### src/hdl/rvx_pkg.sv
// Shared types, opcodes and codes of the RV32I executor.
package rvx_pkg;

  localparam int RegCount = 32;
  localparam int RegAddrW = 5;

  localparam logic [6:0] OpReg    = 7'h33;
  localparam logic [6:0] OpImm    = 7'h13;
  localparam logic [6:0] OpLoad   = 7'h03;
  localparam logic [6:0] OpStore  = 7'h23;
  localparam logic [6:0] OpLui    = 7'h37;
  localparam logic [6:0] OpAuipc  = 7'h17;
  localparam logic [6:0] OpBranch = 7'h63;
  localparam logic [6:0] OpJal    = 7'h6F;
  localparam logic [6:0] OpJalr   = 7'h67;

  localparam logic       ActInstr = 1'b0;
  localparam logic       ActLoad  = 1'b1;

  localparam logic [1:0] KindFetch = 2'd0;
  localparam logic [1:0] KindLoad  = 2'd1;
  localparam logic [1:0] KindStore = 2'd2;

  localparam logic [1:0] SizeByte = 2'd0;
  localparam logic [1:0] SizeHalf = 2'd1;
  localparam logic [1:0] SizeWord = 2'd2;

  localparam logic [1:0] StatOk      = 2'd0;
  localparam logic [1:0] StatIllegal = 2'd1;
  localparam logic [1:0] StatBadLoad = 2'd2;

  typedef struct packed {
    logic [1:0]  request_kind;
    logic [31:0] request_address;
    logic [1:0]  access_size;
    logic [31:0] store_data;
    logic [1:0]  status;
    logic        last;
  } result_t;

  typedef struct packed {
    logic                pending;
    logic [RegAddrW-1:0] dest;
    logic [2:0]          format;
  } load_state_t;

  typedef struct packed {
    logic [1:0]          count;
    result_t             res0;
    result_t             res1;
    logic                we;
    logic [RegAddrW-1:0] waddr;
    logic [31:0]         wdata;
    logic [31:0]         pc_next;
    load_state_t         ld_next;
  } exec_out_t;

endpackage

### src/hdl/rvx_if.sv
// Stream interfaces for memory words in and requests out.
interface rvx_in_if;
  logic        valid;
  logic        ready;
  logic        action;
  logic [31:0] memory_word;
  modport source (output valid, action, memory_word, input ready);
  modport sink (input valid, action, memory_word, output ready);
endinterface

interface rvx_out_if;
  logic        valid;
  logic        ready;
  logic [1:0]  request_kind;
  logic [31:0] request_address;
  logic [1:0]  access_size;
  logic [31:0] store_data;
  logic [1:0]  status;
  logic        last;
  modport source (output valid, request_kind, request_address, access_size, store_data,
                  status, last, input ready);
  modport sink (input valid, request_kind, request_address, access_size, store_data,
                status, last, output ready);
endinterface

### src/hdl/rvx_ram.sv
// Generic single-write, single-read RAM with registered read.
module rvx_ram #(
  parameter int Width = 32,
  parameter int Depth = 32
) (
  input  logic                     clk,
  input  logic                     we,
  input  logic [$clog2(Depth)-1:0] waddr,
  input  logic [Width-1:0]         wdata,
  input  logic                     re,
  input  logic [$clog2(Depth)-1:0] raddr,
  output logic [Width-1:0]         rdata
);
  logic [Width-1:0] mem [Depth];

  always_ff @(posedge clk) begin
    if (we) begin
      mem[waddr] <= wdata;
    end
    if (re) begin
      rdata <= mem[raddr];
    end
  end
endmodule

### src/hdl/rvx_regfile.sv
// Register file: two read ports, valid bits for reset, write bypass.
module rvx_regfile (
  input  logic                         clk,
  input  logic                         rst,
  input  logic                         re,
  input  logic [rvx_pkg::RegAddrW-1:0] raddr1,
  input  logic [rvx_pkg::RegAddrW-1:0] raddr2,
  input  logic                         we,
  input  logic [rvx_pkg::RegAddrW-1:0] waddr,
  input  logic [31:0]                  wdata,
  output logic [31:0]                  rdata1,
  output logic [31:0]                  rdata2
);
  import rvx_pkg::*;

  localparam int Depth = 1 << RegAddrW;

  logic [Depth-1:0] valid;
  logic             we_eff;
  logic [31:0]      ram1, ram2;
  logic             vld1, vld2, fwd1, fwd2;
  logic [31:0]      fwd_data;

  assign we_eff = we && (waddr != '0) &&
                  ({1'b0, waddr} < (RegAddrW + 1)'(RegCount));

  rvx_ram #(.Width(32), .Depth(Depth)) u_ram1 (
    .clk(clk), .we(we_eff), .waddr(waddr), .wdata(wdata),
    .re(re), .raddr(raddr1), .rdata(ram1)
  );

  rvx_ram #(.Width(32), .Depth(Depth)) u_ram2 (
    .clk(clk), .we(we_eff), .waddr(waddr), .wdata(wdata),
    .re(re), .raddr(raddr2), .rdata(ram2)
  );

  always_ff @(posedge clk) begin
    if (rst) begin
      valid <= '0;
    end else if (we_eff) begin
      valid[waddr] <= 1'b1;
    end
  end

  always_ff @(posedge clk) begin
    if (re) begin
      vld1     <= valid[raddr1];
      vld2     <= valid[raddr2];
      fwd1     <= we_eff && (waddr == raddr1);
      fwd2     <= we_eff && (waddr == raddr2);
      fwd_data <= wdata;
    end
  end

  assign rdata1 = fwd1 ? fwd_data : (vld1 ? ram1 : '0);
  assign rdata2 = fwd2 ? fwd_data : (vld2 ? ram2 : '0);
endmodule

### src/hdl/rvx_execute.sv
// Decode and execute of one instruction or load return.
module rvx_execute (
  input  logic                 action,
  input  logic [31:0]          word,
  input  logic [31:0]          a,
  input  logic [31:0]          b,
  input  logic [31:0]          pc,
  input  rvx_pkg::load_state_t ld,
  output rvx_pkg::exec_out_t   eo
);
  import rvx_pkg::*;

  logic [6:0]  opcode, f7;
  logic [4:0]  rd, rs2;
  logic [2:0]  f3;
  logic [31:0] imm_i, imm_s, imm_b, imm_j, pc4, bop, alu_res, ld_val, st_data;
  logic        alt, is_reg, alu_ok, take, br_ok;
  logic [1:0]  fstat;
  logic [31:0] fnext;

  assign opcode = word[6:0];
  assign rd     = word[11:7];
  assign f3     = word[14:12];
  assign rs2    = word[24:20];
  assign f7     = word[31:25];
  assign imm_i  = {{20{word[31]}}, word[31:20]};
  assign imm_s  = {{20{word[31]}}, word[31:25], word[11:7]};
  assign imm_b  = {{19{word[31]}}, word[31], word[7], word[30:25], word[11:8], 1'b0};
  assign imm_j  = {{11{word[31]}}, word[31], word[19:12], word[20], word[30:21], 1'b0};
  assign pc4    = pc + 32'd4;
  assign alt    = (f7 == 7'h20);
  assign is_reg = (opcode == OpReg);
  assign bop    = is_reg ? b : ((f3 == 3'd1 || f3 == 3'd5) ? {27'b0, rs2} : imm_i);

  always_comb begin
    alu_ok  = 1'b1;
    alu_res = '0;
    case (f3)
      3'd0: begin
        alu_ok  = !(is_reg && f7 != 7'h0 && !alt);
        alu_res = (is_reg && alt) ? a - bop : a + bop;
      end
      3'd1: begin
        alu_ok  = (f7 == 7'h0);
        alu_res = a << bop[4:0];
      end
      3'd2: begin
        alu_ok  = !(is_reg && f7 != 7'h0);
        alu_res = {31'b0, $signed(a) < $signed(bop)};
      end
      3'd3: begin
        alu_ok  = !(is_reg && f7 != 7'h0);
        alu_res = {31'b0, a < bop};
      end
      3'd4: begin
        alu_ok  = !(is_reg && f7 != 7'h0);
        alu_res = a ^ bop;
      end
      3'd5: begin
        alu_ok  = (f7 == 7'h0) || alt;
        alu_res = alt ? 32'($signed(a) >>> bop[4:0]) : a >> bop[4:0];
      end
      3'd6: begin
        alu_ok  = !(is_reg && f7 != 7'h0);
        alu_res = a | bop;
      end
      default: begin
        alu_ok  = !(is_reg && f7 != 7'h0);
        alu_res = a & bop;
      end
    endcase
  end

  always_comb begin
    br_ok = 1'b1;
    take  = 1'b0;
    case (f3)
      3'd0: take = (a == b);
      3'd1: take = (a != b);
      3'd4: take = $signed(a) < $signed(b);
      3'd5: take = $signed(a) >= $signed(b);
      3'd6: take = a < b;
      3'd7: take = a >= b;
      default: br_ok = 1'b0;
    endcase
  end

  always_comb begin
    case (ld.format[1:0])
      2'd0:    ld_val = ld.format[2] ? {24'b0, word[7:0]} : {{24{word[7]}}, word[7:0]};
      2'd1:    ld_val = ld.format[2] ? {16'b0, word[15:0]} : {{16{word[15]}}, word[15:0]};
      default: ld_val = word;
    endcase
  end

  always_comb begin
    case (f3)
      3'd0:    st_data = {24'b0, b[7:0]};
      3'd1:    st_data = {16'b0, b[15:0]};
      default: st_data = b;
    endcase
  end

  always_comb begin
    eo          = '0;
    eo.pc_next  = pc;
    eo.ld_next  = ld;
    fstat       = StatOk;
    fnext       = pc4;
    eo.count    = 2'd1;
    eo.waddr    = rd;
    if (action == ActLoad) begin
      if (!ld.pending) begin
        eo.count = 2'd0;
      end else begin
        eo.we              = 1'b1;
        eo.waddr           = ld.dest;
        eo.wdata           = ld_val;
        eo.ld_next.pending = 1'b0;
      end
    end else if (ld.pending) begin
      eo.count = 2'd0;
    end else begin
      unique case (opcode)
        OpReg, OpImm: begin
          if (alu_ok) begin
            eo.we    = 1'b1;
            eo.wdata = alu_res;
          end else begin
            fstat = StatIllegal;
          end
        end
        OpLoad: begin
          if (f3 == 3'd3 || f3 == 3'd7) begin
            fstat = StatBadLoad;
          end else if (f3 == 3'd6) begin
            fstat = StatIllegal;
          end else begin
            eo.ld_next.pending = 1'b1;
            eo.ld_next.dest    = rd;
            eo.ld_next.format  = f3;
          end
        end
        OpStore: begin
          if (f3 > 3'd2) begin
            fstat = StatIllegal;
          end else begin
            eo.count = 2'd2;
          end
        end
        OpLui: begin
          eo.we    = 1'b1;
          eo.wdata = {word[31:12], 12'b0};
        end
        OpAuipc: begin
          eo.we    = 1'b1;
          eo.wdata = {word[31:12], 12'b0} + pc;
        end
        OpBranch: begin
          if (!br_ok) begin
            fstat = StatIllegal;
          end else if (take) begin
            fnext = pc + imm_b;
          end
        end
        OpJal: begin
          eo.we    = 1'b1;
          eo.wdata = pc4;
          fnext    = pc + imm_j;
        end
        OpJalr: begin
          if (f3 != 3'd0) begin
            fstat = StatIllegal;
          end else begin
            eo.we    = 1'b1;
            eo.wdata = pc4;
            fnext    = (a + imm_i) & ~32'h1;
          end
        end
        default: fstat = StatIllegal;
      endcase
    end

    if (eo.count != 2'd0 && !eo.ld_next.pending) begin
      eo.pc_next = fnext;
    end

    if (action == ActInstr && !ld.pending && opcode == OpLoad && eo.ld_next.pending) begin
      eo.res0 = '{request_kind: KindLoad, request_address: a + imm_i,
                  access_size: f3[1:0], store_data: '0, status: StatOk, last: 1'b1};
    end else if (eo.count == 2'd2) begin
      eo.res0 = '{request_kind: KindStore, request_address: a + imm_s,
                  access_size: f3[1:0], store_data: st_data, status: StatOk, last: 1'b0};
      eo.res1 = '{request_kind: KindFetch, request_address: fnext,
                  access_size: SizeWord, store_data: '0, status: StatOk, last: 1'b1};
    end else begin
      eo.res0 = '{request_kind: KindFetch, request_address: fnext,
                  access_size: SizeWord, store_data: '0, status: fstat, last: 1'b1};
    end
  end
endmodule

### src/hdl/rvx_outbuf.sv
// Two-entry result buffer that takes up to two beats at once.
module rvx_outbuf (
  input  logic             clk,
  input  logic             rst,
  input  logic             push,
  input  logic [1:0]       push_count,
  input  rvx_pkg::result_t push0,
  input  rvx_pkg::result_t push1,
  output logic             can_push,
  rvx_out_if.source        result
);
  import rvx_pkg::*;

  result_t    slot0, slot1;
  logic [1:0] count;
  logic       pop;

  assign pop      = result.valid && result.ready;
  assign can_push = (count == 2'd0) || (count == 2'd1 && pop);

  always_ff @(posedge clk) begin
    if (rst) begin
      count <= '0;
    end else if (push) begin
      count <= push_count;
    end else if (pop) begin
      count <= count - 2'd1;
    end
  end

  always_ff @(posedge clk) begin
    if (push) begin
      slot0 <= push0;
      slot1 <= push1;
    end else if (pop) begin
      slot0 <= slot1;
    end
  end

  assign result.valid           = (count != 2'd0);
  assign result.request_kind    = slot0.request_kind;
  assign result.request_address = slot0.request_address;
  assign result.access_size     = slot0.access_size;
  assign result.store_data      = slot0.store_data;
  assign result.status          = slot0.status;
  assign result.last            = slot0.last;
endmodule

### src/hdl/rv32i_instruction_executor.sv
// Top level of the RV32I executor: input stage, register file, execute, result buffer.
// An accepted beat and its operands are registered; execute then fills the buffer.
// Throughput: one beat per cycle while the buffer can take it; a store places two
// result beats and holds execute until the buffer is empty or its last beat is taken.
// Reset: rst clears pc, load state, register valid bits and buffer; all registers read zero.
module rv32i_instruction_executor (
  input  logic        clk,
  input  logic        rst,
  input  logic        cfg_write_enable,
  input  logic [31:0] cfg_write_data,
  rvx_in_if.sink      instr,
  rvx_out_if.source   result
);
  import rvx_pkg::*;

  logic        ex_valid, ex_action, fire, accept, can_push;
  logic [31:0] ex_word, pc, a, b;
  load_state_t ld;
  exec_out_t   eo;

  assign fire        = ex_valid && can_push;
  assign instr.ready = !ex_valid || fire;
  assign accept      = instr.valid && instr.ready;

  always_ff @(posedge clk) begin
    if (rst) begin
      ex_valid <= 1'b0;
    end else if (instr.ready) begin
      ex_valid <= instr.valid;
    end
  end

  always_ff @(posedge clk) begin
    if (accept) begin
      ex_action <= instr.action;
      ex_word   <= instr.memory_word;
    end
  end

  always_ff @(posedge clk) begin
    if (rst) begin
      pc <= '0;
      ld <= '0;
    end else if (cfg_write_enable) begin
      pc <= cfg_write_data;
    end else if (fire) begin
      pc <= eo.pc_next;
      ld <= eo.ld_next;
    end
  end

  rvx_regfile u_regfile (
    .clk(clk), .rst(rst), .re(accept),
    .raddr1(instr.memory_word[19:15]), .raddr2(instr.memory_word[24:20]),
    .we(fire && eo.we), .waddr(eo.waddr), .wdata(eo.wdata),
    .rdata1(a), .rdata2(b)
  );

  rvx_execute u_execute (
    .action(ex_action), .word(ex_word), .a(a), .b(b), .pc(pc), .ld(ld), .eo(eo)
  );

  rvx_outbuf u_outbuf (
    .clk(clk), .rst(rst), .push(fire), .push_count(eo.count),
    .push0(eo.res0), .push1(eo.res1), .can_push(can_push), .result(result)
  );
endmodule
### src/flat_wrapper.sv
// flat-port wrapper written by rule: the top's interface ports become plain ports
module rv32i_instruction_executor_flat import rvx_pkg::*;
  (clk, rst, cfg_write_enable, cfg_write_data, instr_valid, instr_action, instr_memory_word, instr_ready, result_valid, result_request_kind, result_request_address, result_access_size, result_store_data, result_status, result_last, result_ready);
  rvx_in_if instr_i ();
  rvx_out_if result_i ();
  input  logic clk;
  input  logic rst;
  input  logic cfg_write_enable;
  input  logic [31:0] cfg_write_data;
  input wire logic [$bits(instr_i.valid)-1:0] instr_valid;
  input wire logic [$bits(instr_i.action)-1:0] instr_action;
  input wire logic [$bits(instr_i.memory_word)-1:0] instr_memory_word;
  output wire logic [$bits(instr_i.ready)-1:0] instr_ready;
  output wire logic [$bits(result_i.valid)-1:0] result_valid;
  output wire logic [$bits(result_i.request_kind)-1:0] result_request_kind;
  output wire logic [$bits(result_i.request_address)-1:0] result_request_address;
  output wire logic [$bits(result_i.access_size)-1:0] result_access_size;
  output wire logic [$bits(result_i.store_data)-1:0] result_store_data;
  output wire logic [$bits(result_i.status)-1:0] result_status;
  output wire logic [$bits(result_i.last)-1:0] result_last;
  input wire logic [$bits(result_i.ready)-1:0] result_ready;
  assign instr_i.valid = instr_valid;
  assign instr_i.action = instr_action;
  assign instr_i.memory_word = instr_memory_word;
  assign instr_ready = instr_i.ready;
  assign result_valid = result_i.valid;
  assign result_request_kind = result_i.request_kind;
  assign result_request_address = result_i.request_address;
  assign result_access_size = result_i.access_size;
  assign result_store_data = result_i.store_data;
  assign result_status = result_i.status;
  assign result_last = result_i.last;
  assign result_i.ready = result_ready;
  rv32i_instruction_executor u_core (.clk(clk), .rst(rst), .cfg_write_enable(cfg_write_enable), .cfg_write_data(cfg_write_data), .instr(instr_i), .result(result_i));
endmodule
### config.mk
export PLATFORM = sky130hd
export DESIGN_NAME = rv32i_instruction_executor_flat
export DESIGN_NICKNAME = d
export VERILOG_FILES = /design/src/hdl/rvx_pkg.sv /design/src/hdl/rvx_if.sv /design/src/hdl/rvx_ram.sv /design/src/hdl/rvx_regfile.sv /design/src/hdl/rvx_execute.sv /design/src/hdl/rvx_outbuf.sv /design/src/hdl/rv32i_instruction_executor.sv /design/src/flat_wrapper.sv
export SDC_FILE = /design/constraint.sdc
export NUM_CORES = 2
export LEC_CHECK = 0
export BUFFER_PORTS_ARGS = -buffer_cell sky130_fd_sc_hd__buf_2
export CORE_MARGIN = 3
export CORE_UTILIZATION = 30
export CTS_BUF_LIST = sky130_fd_sc_hd__clkbuf_2
export DETAILED_ROUTE_END_ITERATION = 8
export GPL_ROUTABILITY_DRIVEN = 0
export PLACE_DENSITY = 0.43
export SYNTH_ARGS = -nofsm -noshare
export SYNTH_HDL_FRONTEND = slang
export SYNTH_HIERARCHICAL = 1
export SYNTH_SLANG_ARGS = --single-unit
### constraint.sdc
create_clock -name clk -period 15.5 [get_ports clk]
set_clock_uncertainty 0.1 [all_clocks]
set_input_delay 1.55 -clock clk [delete_from_list [all_inputs] [get_ports clk]]
set_output_delay 1.55 -clock clk [all_outputs]
set_load 0.01 [all_outputs]
==> run metrics <==
RSZ-0062 raised after global routing=no; Hold Path Class=in -> reg; critical path class=reg -> reg; Hold Path Cell Cnt=2; TritonCTS clock tree=built; Psw=roughly 4.2 mW; total track usage=around a fifth; number of enable flip-flop cells after synthesis=between 2000 and 2500; setup TNS=0 ns; Sequential Power Share=a little over half; Post-Synthesis Cells=about 8700; most common cell after layout, fill and taps aside=edfxtp_1; H-tree depth=6; reg2reg end=u_core/pc[5]$_SDFFE_PP0P_; synthesis-stage register bit count=~2400; Pins Over Slew Limit=0; async set-reset flop share out of synthesis=0%; hold path endpoint=u_core/ex_word[9]$_DFFE_PP_; leading area contributor after synthesis=edfxtp_1; Nets=roughly 9600; Initial Util=30.2%; dpl cell area=around 120000 um2; Register Area=between 70000 and 80000 um2; Post-Route WL=between 400000 and 500000 um; critical path launch point type=flip-flop; Clock Path Buffers=4; fill count=approximately 38000; delay-heaviest family, CP=compound AO/OA/AOI/OAI gates; cts repair resizes=0; FMAX=around 130 MHz; # rows=226; Yosys Warn Count=6; largest net degree at the start of global routing=between 100 and 150; Congestion Overflow GR=0; wire per inst=28.4 um; I/O pin count=143; syn_area_per_cell=~13 um2; Hold Fails Final Rpt=0; combinational share of power=about 15%; Synth area leaders=edfxtp_1 (61%), mux2i_1 (10%), a21oi_1 (2.6%); Critical Path AT=9.66 ns; Power Density=107 nW/um2; flop2flop setup slack=roughly 7.6 ns; port bufs=between 100 and 150; register area share after synthesis=approximately three fifths; most common flop cell mapped by yosys=edfxtp_1; Crit path required time=approximately 17 ns; min-delay src=instr_memory_word[9]; switching share of power=a little under a third; WP buf/inv=3; Max-cap violations=0; CORE AREA=380000 um2; maximum vdd drop=0.0000617 V; slowest CP cell=a22o_1; Leak=~50 nW; Setup Viol. Count Final=0; share of the synthesized area in the top cell type=60.7%; Synth cell types=111; power share of the clock group=roughly a third; vias per cell=roughly 5.4; post-route ant nets=0; r2r worst-path depth=19; Die X=between 600 and 700 um; CTS sink count=2399; via count=approximately 80000; Die Ht=between 600 and 700 um; initial antenna violation count=38; crit-path max FO=35; Num CTS Buffers=between 600 and 700; Tmin final=~7.9 ns; CP max stage delay=around 0.87 ns; Reg clk slew, reported paths=approximately 0.09 ns; internal power=roughly 9.6 mW; Crit. End Element=flip-flop; first-pass GRT wire length=between 500000 and 600000 um; footprint of the multi-input gates=~41000 um2; fin crit share=approximately 51%; First-pass DRT Iterations=8; synthesized area=115000 um2; most frequent cells in the layout=edfxtp_1 (2323), mux2i_1 (1188), clkbuf_2 (963); number of global-route vias before repair=a little under 80000; actual slew at the worst max-slew pin=~1.4 ns; reg2reg start=u_core/u_regfile/fwd1$_DFFE_PP_; worst rel slew slack=around 6.4%; Clock Latency Late Sink=2.07 ns; # DRC=0; Detail Placement HPWL=around 270000 um; CTS root buf=clkbuf_2; synthesis-to-finish area growth=11.9%; DR iter-0 viols=around 8000; ratio of cells with drive above 1 in the final layout=17.6%; crit path cell chain=buf_4, nor2b_2, buf_4, a22o_1, ha_1, nand4_1, nor3_2, a221o_1, a221o_1, nor3_1, or4_4, o31ai_4, nor2_1, a22oi_1, o21ai_0, mux2_2, nor4bb_1, a2111oi_2, dlygate4sd3_1; outcome=completed; Post-Layout Inst Area=129000 um2; die area=391000 um2; CP Launch Point=u_core/u_regfile/fwd1$_DFFE_PP_
==> final cells by class <==
type	count	area share, %
clock inverter	175	0.825
timing repair buffer	466	2.70
clock buffer	963	3.75
multi-input combinational	5560	31.7
tap	5016	4.88
antenna	33	0.0642
sequential	2399	55.4
inverter	217	0.633
==> flip-flops by register name, indices dropped and copies added, names as in the netlist <==
| signal | cells |
|---|---|
| u_core/u_regfile/u_ram1/mem | 1024 |
| u_core/u_outbuf/result.last | 1 |
| u_core/u_outbuf/result.store_data | 32 |
| u_core/u_regfile/fwd_data | 32 |
| u_core/u_regfile/vld1 | 1 |
| u_core/u_outbuf/result.request_address | 32 |
| u_core/u_regfile/vld2 | 1 |
| u_core/u_outbuf/result.status | 2 |
| u_core/u_regfile/u_ram2/rdata | 32 |
| u_core/ex_action | 1 |
| u_core/u_outbuf/count | 2 |
| u_core/u_regfile/fwd1 | 1 |
| u_core/ex_valid | 1 |
| u_core/u_regfile/u_ram2/mem | 1024 |
| u_core/u_outbuf/slot1 | 71 |
| u_core/u_regfile/valid | 32 |
| u_core/ld | 9 |
| u_core/u_regfile/fwd2 | 1 |
| u_core/u_outbuf/result.access_size | 2 |
| u_core/ex_word | 32 |
| u_core/pc | 32 |
| u_core/u_regfile/u_ram1/rdata | 32 |
| u_core/u_outbuf/result.request_kind | 2 |
==> synthesized netlist by cell type (33+ instances only) <==
cell type  instances
a22oi_1          241
a22o_1           197
and2_1            37
buf_2            117
a21oi_1          592
dfxtp_1           76
nor2b_1           61
ha_1             216
nand2_1          558
and3_1            33
clkbuf_1         276
buf_6             43
buf_1             34
nand3_1          318
mux2_4            58
edfxtp_1        2323
xor2_1            68
a211oi_1          87
nand4_1           47
buf_4            114
nor2_1           431
nor3_1           145
o221ai_1          34
o211ai_1          52
o21bai_1          35
nand2b_1          49
o21ai_0          304
a21o_1            57
o22ai_1           41
inv_1            213
mux2i_1         1188
xnor2_1           97
a31oi_1          103
==> worst reg2reg max path: stages, from the launching register on <==
cell and delay [ns]:
edfxtp_1 0.39, buf_4 0.28, nor2b_2 0.16, buf_4 0.36, a22o_1 0.89, ha_1 0.26
nand4_1 0.10, nor3_2 0.54, a221o_1 0.24, a221o_1 0.40, nor3_1 0.11, or4_4 0.59
o31ai_4 0.81, nor2_1 0.62, a22oi_1 0.29, o21ai_0 0.29, mux2_2 0.38, nor4bb_1 0.33
a2111oi_2 0.06, dlygate4sd3_1 0.59
==> cells by family after synthesis <==
group,count (synthesis),share of synthesized area (%)
flip-flops,2399,62.0
AO/OA/AOI/OAI,2025,11.8
AND/OR/NAND/NOR,1833,7.58
multiplexers,1278,11.4
buffers and inverters,809,3.46
adder cells (fa/ha/maj),222,2.46
XOR/XNOR,165,1.26
other,1,0.00326
==> worst max path at each step <==
stage,slack (ns),to,depth (start not counted)
CTS,7.76,u_core/pc[5]$_SDFFE_PP0P_,19
global route,7.48,u_core/pc[5]$_SDFFE_PP0P_,19
global placement,8.31,u_core/pc[5]$_SDFFE_PP0P_,18
detailed placement,8.34,u_core/pc[5]$_SDFFE_PP0P_,18
floorplan,7.84,u_core/u_regfile/fwd_data[29]$_DFFE_PP_,22
finish,7.60,u_core/pc[5]$_SDFFE_PP0P_,19
==> stage by stage <==
step                power, mW  instances  worst slack [ns]  hold slack [ns]  utilization (%)
floorplan                8.58       8768              7.84            0.348                -
global placement         9.35      13600              8.31            0.370             32.0
detailed placement       9.35      13600              8.34            0.382             32.0
CTS                      14.0      14800              7.76           0.0238             33.8
global route             14.5      14800              7.48            0.152             33.8
finish                   13.8      14800              7.60            0.292             33.8
==> metal layers <==
layer,wire length [um],track usage [%],part of all wire (%),vias up
met4,25400,11.7,6.0,22
li1,-,-,-,35200
met5,144,0,0.034,-
met2,185000,31.6,44,3479
met1,182000,28.0,43,40400
met3,28700,3.75,6.8,979
==> power by group through the flow <==
stage	logic (mW)	clock network [mW]	registers (mW)
finish	2.06	4.52	7.21
global route	2.17	5.10	7.22
CTS	2.02	4.76	7.21
detailed placement	1.99	0	7.36
global placement	2.00	0	7.36
floorplan	1.24	0	7.33
==> what timing repair did <==
action	CTS	global route
buffers inserted	0	0
hold endpoints to repair	92	0
hold buffers	89	0
Note: power is estimated with default switching activity, not from simulation.
